$ cat config.mk
export PLATFORM = sky130hd
export DESIGN_NAME = gtfw_seq
export DESIGN_NICKNAME = d
export VERILOG_FILES = /design/src/rtl/gtfw_pkg.sv /design/src/rtl/gtfw_seq.sv
export SDC_FILE = /design/constraint.sdc
export NUM_CORES = 1
export LEC_CHECK = 0
export BUFFER_PORTS_ARGS = -buffer_cell sky130_fd_sc_hd__buf_2
export CORE_UTILIZATION = 40
export DETAILED_ROUTE_END_ITERATION = 10
export PLACE_DENSITY = 0.62
export SLEW_MARGIN = 20
export SYNTH_ARGS = -nofsm -noshare
export SYNTH_HDL_FRONTEND = slang
export SYNTH_SLANG_ARGS = --single-unit
$ cat constraint.sdc
create_clock -name clk -period 3.48 [get_ports clk]
set_input_delay 0.348 -clock clk [delete_from_list [all_inputs] [get_ports clk]]
set_output_delay 0.348 -clock clk [all_outputs]
set_load 0.01 [all_outputs]
$ cat src/rtl/gtfw_pkg.sv
package gtfw_pkg;

	localparam int SCREEN_WIDTH_DEF  = 128;
	localparam int SCREEN_HEIGHT_DEF = 64;

	localparam logic [2:0] OP_CLEAR  = 3'd0;
	localparam logic [2:0] OP_CURSOR = 3'd1;
	localparam logic [2:0] OP_PIXEL  = 3'd2;
	localparam logic [2:0] OP_CHAR   = 3'd3;
	localparam logic [2:0] OP_READ   = 3'd4;

	localparam logic [7:0] GLYPH_COLS   = 8'd5;
	localparam logic [7:0] GLYPH_ROWS   = 8'd7;
	localparam logic [7:0] CHAR_ADVANCE = 8'd6;
	localparam logic [7:0] LINE_ADVANCE = 8'd8;

	typedef logic [6:0] gcol_t;
	typedef gcol_t glyph_t [5];

	typedef struct packed {
		logic [7:0] read_data;
		logic       glyph_drawn;
		logic [7:0] cursor_col;
		logic [7:0] cursor_row;
	} res_t;

	localparam gcol_t DIGIT_ROM [10][5] = '{
		'{7'h3E,7'h51,7'h49,7'h45,7'h3E}, '{7'h00,7'h42,7'h7F,7'h40,7'h00},
		'{7'h42,7'h61,7'h51,7'h49,7'h46}, '{7'h21,7'h41,7'h45,7'h4B,7'h31},
		'{7'h18,7'h14,7'h12,7'h7F,7'h10}, '{7'h27,7'h45,7'h45,7'h45,7'h39},
		'{7'h3C,7'h4A,7'h49,7'h49,7'h30}, '{7'h01,7'h71,7'h09,7'h05,7'h03},
		'{7'h36,7'h49,7'h49,7'h49,7'h36}, '{7'h06,7'h49,7'h49,7'h29,7'h1E}
	};

	localparam gcol_t LETTER_ROM [26][5] = '{
		'{7'h7E,7'h11,7'h11,7'h11,7'h7E}, '{7'h7F,7'h49,7'h49,7'h49,7'h36},
		'{7'h3E,7'h41,7'h41,7'h41,7'h22}, '{7'h7F,7'h41,7'h41,7'h22,7'h1C},
		'{7'h7F,7'h49,7'h49,7'h49,7'h41}, '{7'h7F,7'h09,7'h09,7'h09,7'h01},
		'{7'h3E,7'h41,7'h49,7'h49,7'h7A}, '{7'h7F,7'h08,7'h08,7'h08,7'h7F},
		'{7'h00,7'h41,7'h7F,7'h41,7'h00}, '{7'h20,7'h40,7'h41,7'h3F,7'h01},
		'{7'h7F,7'h08,7'h14,7'h22,7'h41}, '{7'h7F,7'h40,7'h40,7'h40,7'h40},
		'{7'h7F,7'h02,7'h0C,7'h02,7'h7F}, '{7'h7F,7'h04,7'h08,7'h10,7'h7F},
		'{7'h3E,7'h41,7'h41,7'h41,7'h3E}, '{7'h7F,7'h09,7'h09,7'h09,7'h06},
		'{7'h3E,7'h41,7'h51,7'h21,7'h5E}, '{7'h7F,7'h09,7'h19,7'h29,7'h46},
		'{7'h46,7'h49,7'h49,7'h49,7'h31}, '{7'h01,7'h01,7'h7F,7'h01,7'h01},
		'{7'h3F,7'h40,7'h40,7'h40,7'h3F}, '{7'h1F,7'h20,7'h40,7'h20,7'h1F},
		'{7'h3F,7'h40,7'h38,7'h40,7'h3F}, '{7'h63,7'h14,7'h08,7'h14,7'h63},
		'{7'h07,7'h08,7'h70,7'h08,7'h07}, '{7'h61,7'h51,7'h49,7'h45,7'h43}
	};

	localparam gcol_t PERIOD_ROM  [5] = '{7'h00,7'h00,7'h60,7'h60,7'h00};
	localparam gcol_t COLON_ROM   [5] = '{7'h00,7'h00,7'h14,7'h00,7'h00};
	localparam gcol_t DASH_ROM    [5] = '{7'h08,7'h08,7'h08,7'h08,7'h08};
	localparam gcol_t PERCENT_ROM [5] = '{7'h63,7'h13,7'h08,7'h64,7'h63};
	localparam gcol_t BLANK_ROM   [5] = '{7'h00,7'h00,7'h00,7'h00,7'h00};

	function automatic glyph_t glyph_lookup(input logic [7:0] code);
		logic [7:0] c;
		glyph_t g;
		c = code;
		if (c >= 8'h61 && c <= 8'h7A) begin
			c = c - 8'h20;
		end
		if (c >= 8'h30 && c <= 8'h39) begin
			g = DIGIT_ROM[4'(c - 8'h30)];
		end else if (c >= 8'h41 && c <= 8'h5A) begin
			g = LETTER_ROM[5'(c - 8'h41)];
		end else if (c == 8'h2E) begin
			g = PERIOD_ROM;
		end else if (c == 8'h3A) begin
			g = COLON_ROM;
		end else if (c == 8'h2D) begin
			g = DASH_ROM;
		end else if (c == 8'h25) begin
			g = PERCENT_ROM;
		end else begin
			g = BLANK_ROM;
		end
		return g;
	endfunction

endpackage

$ cat src/rtl/gtfw_seq.sv
module gtfw_seq #(
	parameter int SCREEN_WIDTH  = 128,
	parameter int SCREEN_HEIGHT = 64,
	parameter int FB_BYTES      = 1024,
	parameter int AW            = 10
) (
	input  logic          clk,
	input  logic          arst_n,
	input  logic          in_valid,
	output logic          in_ready,
	input  logic [2:0]    op,
	input  logic [7:0]    coord_x,
	input  logic [7:0]    coord_y,
	input  logic          pixel_on,
	input  logic [7:0]    char_code,
	input  logic [9:0]    byte_address,
	output logic          fin_valid,
	input  logic          fin_taken,
	output gtfw_pkg::res_t fin_res,
	output logic          we,
	output logic [AW-1:0] waddr,
	output logic [7:0]    wdata,
	output logic          re,
	output logic [AW-1:0] raddr,
	input  logic [7:0]    rdata
);
	import gtfw_pkg::*;

	localparam logic [2:0] S_IDLE = 3'd0;
	localparam logic [2:0] S_CLR  = 3'd1;
	localparam logic [2:0] S_RD   = 3'd2;
	localparam logic [2:0] S_WR   = 3'd3;
	localparam logic [2:0] S_RDB  = 3'd4;
	localparam logic [2:0] S_CAP  = 3'd5;
	localparam logic [2:0] S_FIN  = 3'd6;

	logic [2:0]    state_q;
	logic [AW-1:0] cnt_q;
	logic [3:0]    k_q;
	logic          is_glyph_q;
	logic          clr_rsp_q;
	logic [7:0]    col_q, row_q;
	logic [7:0]    rd_q;
	logic          drawn_q;
	glyph_t        gl_q;
	logic [AW-1:0] paddr_q;
	logic [7:0]    pmask_q, pdata_q;
	logic [AW-1:0] baddr_q;

	logic          take;
	logic [8:0]    col_sum, row_sum;
	logic          wrap;
	logic [7:0]    ncol, nrow;
	logic [AW:0]   gaddr;
	logic [14:0]   gdat16, gmask16;
	logic [AW-1:0] cur_addr;
	logic [7:0]    cur_mask, cur_data;

	assign in_ready  = (state_q == S_IDLE);
	assign take      = in_valid && in_ready;
	assign fin_valid = (state_q == S_FIN);
	assign fin_res   = '{read_data: rd_q, glyph_drawn: drawn_q,
		cursor_col: col_q, cursor_row: row_q};

	// wrap check on the cursor before a glyph
	assign col_sum = {1'b0, col_q} + {1'b0, GLYPH_COLS};
	assign wrap    = col_sum >= 9'(SCREEN_WIDTH);
	assign ncol    = wrap ? 8'd0 : col_q;
	assign nrow    = wrap ? row_q + LINE_ADVANCE : row_q;
	assign row_sum = {1'b0, nrow} + {1'b0, GLYPH_ROWS};

	// glyph step: column k/2, upper or lower page by k%2
	always_comb begin
		gdat16  = 15'({8'd0, gl_q[k_q[3:1]]} << row_q[2:0]);
		gmask16 = 15'(15'h7F << row_q[2:0]);
		gaddr   = (AW+1)'(col_q) + (AW+1)'(k_q[3:1])
			+ (AW+1)'(row_q[7:3] + 5'(k_q[0])) * (AW+1)'(SCREEN_WIDTH);
		if (is_glyph_q) begin
			cur_addr = AW'(gaddr);
			cur_mask = k_q[0] ? {1'b0, gmask16[14:8]} : gmask16[7:0];
			cur_data = k_q[0] ? {1'b0, gdat16[14:8]} : gdat16[7:0];
		end else begin
			cur_addr = paddr_q;
			cur_mask = pmask_q;
			cur_data = pdata_q;
		end
	end

	always_comb begin
		we    = 1'b0;
		waddr = cur_addr;
		wdata = (rdata & ~cur_mask) | (cur_data & cur_mask);
		re    = 1'b0;
		raddr = cur_addr;
		unique case (state_q)
			S_CLR: begin
				we    = 1'b1;
				waddr = cnt_q;
				wdata = 8'd0;
			end
			S_RD: re = 1'b1;
			S_WR: we = (cur_mask != 8'd0);
			S_RDB: begin
				re    = 1'b1;
				raddr = baddr_q;
			end
			default: ;
		endcase
	end

	always_ff @(posedge clk or negedge arst_n) begin
		if (!arst_n) begin
			state_q   <= S_CLR;
			cnt_q     <= '0;
			col_q     <= '0;
			row_q     <= '0;
			k_q       <= '0;
			clr_rsp_q <= 1'b0;
		end else begin
			unique case (state_q)
				S_IDLE: if (take) begin
					rd_q       <= 8'd0;
					drawn_q    <= 1'b0;
					is_glyph_q <= 1'b0;
					clr_rsp_q  <= 1'b0;
					k_q        <= '0;
					gl_q       <= glyph_lookup(char_code);
					paddr_q    <= AW'((AW+1)'(coord_x)
						+ (AW+1)'(coord_y[7:3]) * (AW+1)'(SCREEN_WIDTH));
					pmask_q    <= 8'(8'd1 << coord_y[2:0]);
					pdata_q    <= pixel_on ? 8'(8'd1 << coord_y[2:0]) : 8'd0;
					baddr_q    <= AW'(byte_address);
					state_q    <= S_FIN;
					unique case (op)
						OP_CLEAR: begin
							col_q     <= '0;
							row_q     <= '0;
							cnt_q     <= '0;
							clr_rsp_q <= 1'b1;
							state_q   <= S_CLR;
						end
						OP_CURSOR: begin
							col_q <= coord_x;
							row_q <= coord_y;
						end
						OP_PIXEL: if ({1'b0, coord_x} < 9'(SCREEN_WIDTH)
								&& {1'b0, coord_y} < 9'(SCREEN_HEIGHT)) begin
							state_q <= S_RD;
						end
						OP_CHAR: begin
							col_q <= ncol;
							row_q <= nrow;
							if (row_sum < 9'(SCREEN_HEIGHT)) begin
								is_glyph_q <= 1'b1;
								state_q    <= S_RD;
							end
						end
						OP_READ: if ({2'b0, byte_address} < 12'(FB_BYTES)) begin
							state_q <= S_RDB;
						end
						default: ;
					endcase
				end
				S_CLR: begin
					cnt_q <= cnt_q + AW'(1);
					if (cnt_q == AW'(FB_BYTES - 1)) begin
						// the pass after reset has no transaction to answer
						state_q <= clr_rsp_q ? S_FIN : S_IDLE;
					end
				end
				S_RD: state_q <= S_WR;
				S_WR: begin
					if (is_glyph_q && k_q != 4'd9) begin
						k_q     <= k_q + 4'd1;
						state_q <= S_RD;
					end else begin
						if (is_glyph_q) begin
							col_q   <= col_q + CHAR_ADVANCE;
							drawn_q <= 1'b1;
						end
						state_q <= S_FIN;
					end
				end
				S_RDB: state_q <= S_CAP;
				S_CAP: begin
					rd_q    <= rdata;
					state_q <= S_FIN;
				end
				S_FIN: if (fin_taken) begin
					state_q <= S_IDLE;
				end
				default: state_q <= S_IDLE;
			endcase
		end
	end
endmodule

* After elaboration in Yosys (flattened, before gate mapping) *
Memories as Yosys holds them, arrays and structs flattened.
Index checks and enable logic that the tools add are counted.

word-level totals
  flip-flop bits (word level) = 115
  ROM bits = 1680
  output and inout port bits = 57
  logic and storage cells = 161
  memories = 2

memory list
  memory           depth  bits a word  read ports  clocked after Yosys merged registers in  wr ports  line            source
  (no name shown)  32     35           1           0                                        0         gtfw_pkg.sv:67  g = LETTER_ROM[5'(c - 8'h41)];
  (no name shown)  16     35           1           0                                        0         gtfw_pkg.sv:65  g = DIGIT_ROM[4'(c - 8'h30)];

cells by class
  $add $sub $neg = 13
  order comparisons = 13
  equality and inequality tests = 25
  shifts and indexed selects = 3
  muxes and demuxes = 57
  bitwise operators = 7
  reductions and logical operators = 23

operators with widths
  operator                                                         count
  two-way mux 35 bit                                               10
  two-way mux 8 bit                                                14
  two-way mux 10 bit                                               5
  one-hot mux 8 bit (3 select lines)                               2
  equality test 8 x 6 -> 1 bit (second input constant)             4
  one-hot mux 8 bit (2 select lines)                               2
  binary-select mux 7 bit (select 3 bit)                           1
  two-way mux 3 bit                                                7
  one-hot mux 3 bit (7 select lines)                               1
  one-hot mux 10 bit (2 select lines)                              1
  adder 8 x 3 -> 9 bit (second input constant)                     2
  AND reduction 3 bit                                              6
  bitwise AND 8 bit                                                2
  >= comparator 8 x 7 -> 1 bit (second input constant)             2
  less-or-equal comparator 8 x 7 -> 1 bit (second input constant)  2
  left shift 7 x 3 -> 15 bit                                       1
  left shift 7 x 3 -> 15 bit (first input constant)                1
  two-way mux 7 bit                                                2
  equality test 3 x 2 -> 1 bit (second input constant)             4
  equality test 3 bit (second input constant)                      4
  one-hot mux 3 bit (4 select lines)                               1
  adder 10 x 1 -> 10 bit (second input constant)                   1
  adder 8 x 10 -> 10 bit                                           1
  adder 9 x 10 -> 10 bit                                           1
  other kinds (43)                                                 64

* Logic depth before layout (Yosys ltp) *
  depth in word-level cells = 12
  gate-level depth with buffers = 11
  depth with buffers taken out = 9

* Worst setup path before layout *
No wires, ideal clock.

  kind = flip-flop to flip-flop
  start = register state_q[1]
  end = register baddr_q[0] (enable)
  arrival = 2.612 ns
  slack = 0.430 ns
  cell stages (with the launch flop) = 3
  path buffers = 0
  path through = dfrtp_1 nor3_2 and3_1

between the ends
  word-level cells in the longest chain between the ends = 3

ends and longest elaborated chain
  item                                    line             source
  start, declared                         gtfw_seq.sv:37   logic [2:0] state_q;
  start signal, assigned                  gtfw_seq.sv:168  state_q <= clr_rsp_q ? S_FIN : S_IDLE;
  logical NOT 3 bit *                     gtfw_seq.sv:59   assign in_ready = (state_q == S_IDLE);
  net in_ready                            gtfw_seq.sv:10   output logic in_ready,
  logical AND 1 bit                       gtfw_seq.sv:60   assign take = in_valid && in_ready;
  AND reduction 3 bit (no source line) *  --
  end signal, assigned                    gtfw_seq.sv:132  baddr_q <= AW'(byte_address);
  end, declared                           gtfw_seq.sv:48   logic [AW-1:0] baddr_q;

The timed path passes the listed nets; every way through them passes the cells marked *.
A chain may end at the register's enable or synchronous reset.

* Worst setup path after layout *
  start = register k_q[1]
  end = output port wdata[6]

between the ends
  word-level cells in the longest chain between the ends = 10

ends and longest elaborated chain
  item                                                  line             source
  start, declared                                       gtfw_seq.sv:39   logic [3:0] k_q;
  start signal, assigned                                gtfw_seq.sv:174  k_q <= k_q + 4'd1;
  NOT 3 -> 4 bit (not written as such)                  gtfw_seq.sv:74   gdat16 = 15'({8'd0, gl_q[k_q[3:1]]} << row_q[2:0]);
  binary-select mux 7 bit (select 3 bit)                gtfw_seq.sv:74
  two-way mux 7 bit (not written as such) (2 in a row)  gtfw_seq.sv:74
  left shift 7 x 3 -> 15 bit                            gtfw_seq.sv:74
  two-way mux 8 bit                                     gtfw_seq.sv:81   cur_data = k_q[0] ? {1'b0, gdat16[14:8]} : gdat16[7:0];
  two-way mux 8 bit                                     gtfw_seq.sv:78   if (is_glyph_q) begin
  bitwise AND 8 bit                                     gtfw_seq.sv:92   wdata = (rdata & ~cur_mask) | (cur_data & cur_mask);
  bitwise OR 8 bit                                      gtfw_seq.sv:92
  two-way mux 8 bit                                     gtfw_seq.sv:95   unique case (state_q)
  end, declared                                         gtfw_seq.sv:22   output logic [7:0] wdata,

No other way between the ends. The select of a mux whose other input is x is not followed.

==> flow_summary.toml <==
[power_and_ir_drop]
p_clk_share_pct = 27.4
netSwitchingPower_mw = 2.52
p_leak_nw = 4.03
vdd_drop_max_mv = 0.234
swShare_pct = 39.8
p_int_mw = 3.82
power_density_nw_per_um2 = 639
comb_power_share_pct = 41.3
p_seq_share_pct = 31.3

[synth]
yosysSeqAreaShare_pct = 38.7
syn_avg_cell_area_sq_um = 8.79
async_reset_ff_share_pct = 29.6
syn-cell-area_sq_um = 8480
synthFlopType = "edfxtp_1"
yosysTopAreaCell = "edfxtp_1"
synthesis.nets = 1048
synth_top_area_share_pct = 28.7
ys_types = 88
ys_warn_count = 0
synth-seq-cells = 115
synth_edf_count = 81
synthTopCellsByArea = "edfxtp_1, dfrtp_1, nand2_1, ha_1, nor2_1"
syn-instance-count = 965

[outcome]
status = "complete, no violations"

[timing]
skew_ps = 8.60
hold_viol_final = 0
worst_slack_ps = 255
worst_slew_pin_slew_ps = 978
fmax_mhz = 310
grt_setup_unrepaired = "false"
fin_crit_ps = 3230
tns_ps = 0
min_period_over_period_pct = 92.7
relSlewSlack_pct = 34.3
drv_slew = 0
setup_viol = 0

[placed_design]
pre_cts_ws_ps = 427
place_area_sq_um = 9330
io_buffers = 106
hpwl_um = 19500
routabilityCongestion = 0.985
place_inst = 1305

[drt]
vias_per_cell = 5.96
routedWlPerCell_um = 19.5
drc_errors = 0
drt_iter0_drc = 798
totalWireLength_um = 26100
antenna_left = 0
firstDrtPassIters = 5
vias = 7979

[floorplanning]
die_x_um = 148
die_area_sq_um = 21800
num_rows = 52
io_pins = 107
die_h_um = 148
coreArea_sq_um = 20500
initial_core_util_pct = 41.4

[final_layout]
fin_nets = 1138
postLayoutCellArea_sq_um = 9930
antenna-diode-count = 0
fin_cells = 1338
drive_above_1_share_pct = 19.6
synthToLayoutAreaGrowth_pct = 17.1

[cts]
path_clk_slew_ps = 60
worstSkewPairLatency_ps = 420
cts_tree = "done"
cts.sinks = 115
ctsRootBufferMaster = "clkbuf_16"
h-tree-depth = 4
clock_path_buffers = 2
cts_inserted_buffers = 17

[setup_path]
rrSetupSlack_ps = 980
crit_path_start_kind = "flip-flop"
arrival_ps = 2880
r2r.worst_path.cells = 5
reg2reg_to = "row_q[1]"
cp_max_fo = 22
required_ps = 3130
crit_type = "reg2out"
worst_setup_path_end_kind = "output port"
r2r-start = "state_q[1]"

[hold_path]
hp-class = "in2reg"
min_to = "baddr_q[1]"
hold_path.startpoint = "byte_address[1]"
holdPathStages = 1

[grt]
grtUsageTotal_pct = 24.2
grt_pass1_wl_um = 40700
antenna_found_initial = 0
grt_max_degree = 37
gr-total-overflow = 0
grt_pass1_vias = 7217

[run]
cap_violations = 0
==> registers in the layout (all words and copies together), names as in the netlist, 10 cells and up <==
name and count:
baddr_q 10, cnt_q 10, gl_q 35, paddr_q 10
==> final cells by class <==
type,instances,area [sq um]
clock buffer,22,497
clock inverter,10,90.1
fill,1990,10600
inverter,37,139
multi-input combinational,743,4760
sequential,115,3280
tap,270,338
timing repair buffer,141,821
==> layer usage <==
layer  GRT usage (%)  share of wire (%)
met2            37.1                 45
met3            4.07                7.7
met5               0                  0
met4            10.4                3.4
met1            33.8                 44
==> layout by cell type, fill, tap and decap left out, types with 14 or more instances in the layout <==
master / synthesis / layout
o21ai_0: 72 / 72
nand3_1: 20 / 20
nand2_1: 108 / 108
dfrtp_1: 33 / 33
buf_2: 10 / 106
and3_1: 16 / 15
nor2_1: 98 / 98
inv_1: 34 / 34
nor3_1: 20 / 20
a21oi_1: 72 / 72
buf_4: 2 / 32
a31oi_1: 23 / 23
clkbuf_16: 0 / 19
ha_1: 32 / 32
mux2i_1: 22 / 22
edfxtp_1: 81 / 81
xor2_1: 14 / 14
==> power by group through the flow <==
stage	sequential, mW	clock (mW)	combinational (mW)
2_1_floorplan	1.88	0	1.87
3_3_place_gp	2.00	0	2.58
3_5_place_dp	2.00	0	2.59
4_1_cts	1.98	1.75	2.61
5_1_grt	2.03	1.82	2.87
6_report	1.99	1.74	2.62
==> worst max path at each step <==
stage	startpoint	to	slack, ps	cells after the start
6_report	k_q[1]	wdata[6]	250	8
5_1_grt	k_q[2]	wdata[1]	70	7
4_1_cts	k_q[1]	wdata[6]	260	8
3_5_place_dp	char_code[1]	gl_q[33]	430	9
3_3_place_gp	char_code[1]	gl_q[33]	470	9
2_1_floorplan	state_q[1]	baddr_q[0]	430	2
==> synth_stat cells (14+ instances only) <==
cell type,n
ha_1,32
nor3_1,20
dfrtp_1,33
edfxtp_1,81
nand3_1,20
a31oi_1,23
o21ai_0,72
a21oi_1,72
clkbuf_1,48
nor2_1,98
mux2i_1,22
xor2_1,14
inv_1,34
nand2_1,108
and3_1,16
==> metrics by stage <==
step	hold slack, ps	total power [mW]	util [%]
finish	103	6.34	48.4
global route	85.4	6.71	48.4
CTS	90.3	6.34	48.4
detailed placement	444	4.60	45.5
global placement	442	4.58	45.5
floorplan	52.4	3.75	-
==> timing repair <==
item	4_1_cts	5_1_grt
endpoints found under the setup margin	0	0
hold buffers	1	0
hold endpoints to repair	9	0
setup buffers	0	0
gates resized for setup	0	0
==> critical path: stages, from the launching register on <==
cell and delay, ps:
dfrtp_1 380, buf_4 240, nor3b_2 360, o2bb2ai_1 220, nor2_1 100, mux2_2 330, mux4_2 510, o22ai_2 150
buf_2 160
==> kinds of logic after synthesis <==
logic type      count (synthesis)  share of synthesized area [%]
compound gates                308                           24.2
xor+xnor                       28                           2.98
fa+ha+maj                      33                           4.96
buf+inv                       107                           5.24
flops                         115                           38.7
mux                            37                           4.90
simple gates                  337                           19.0
Power figures use the tool's default switching activity.
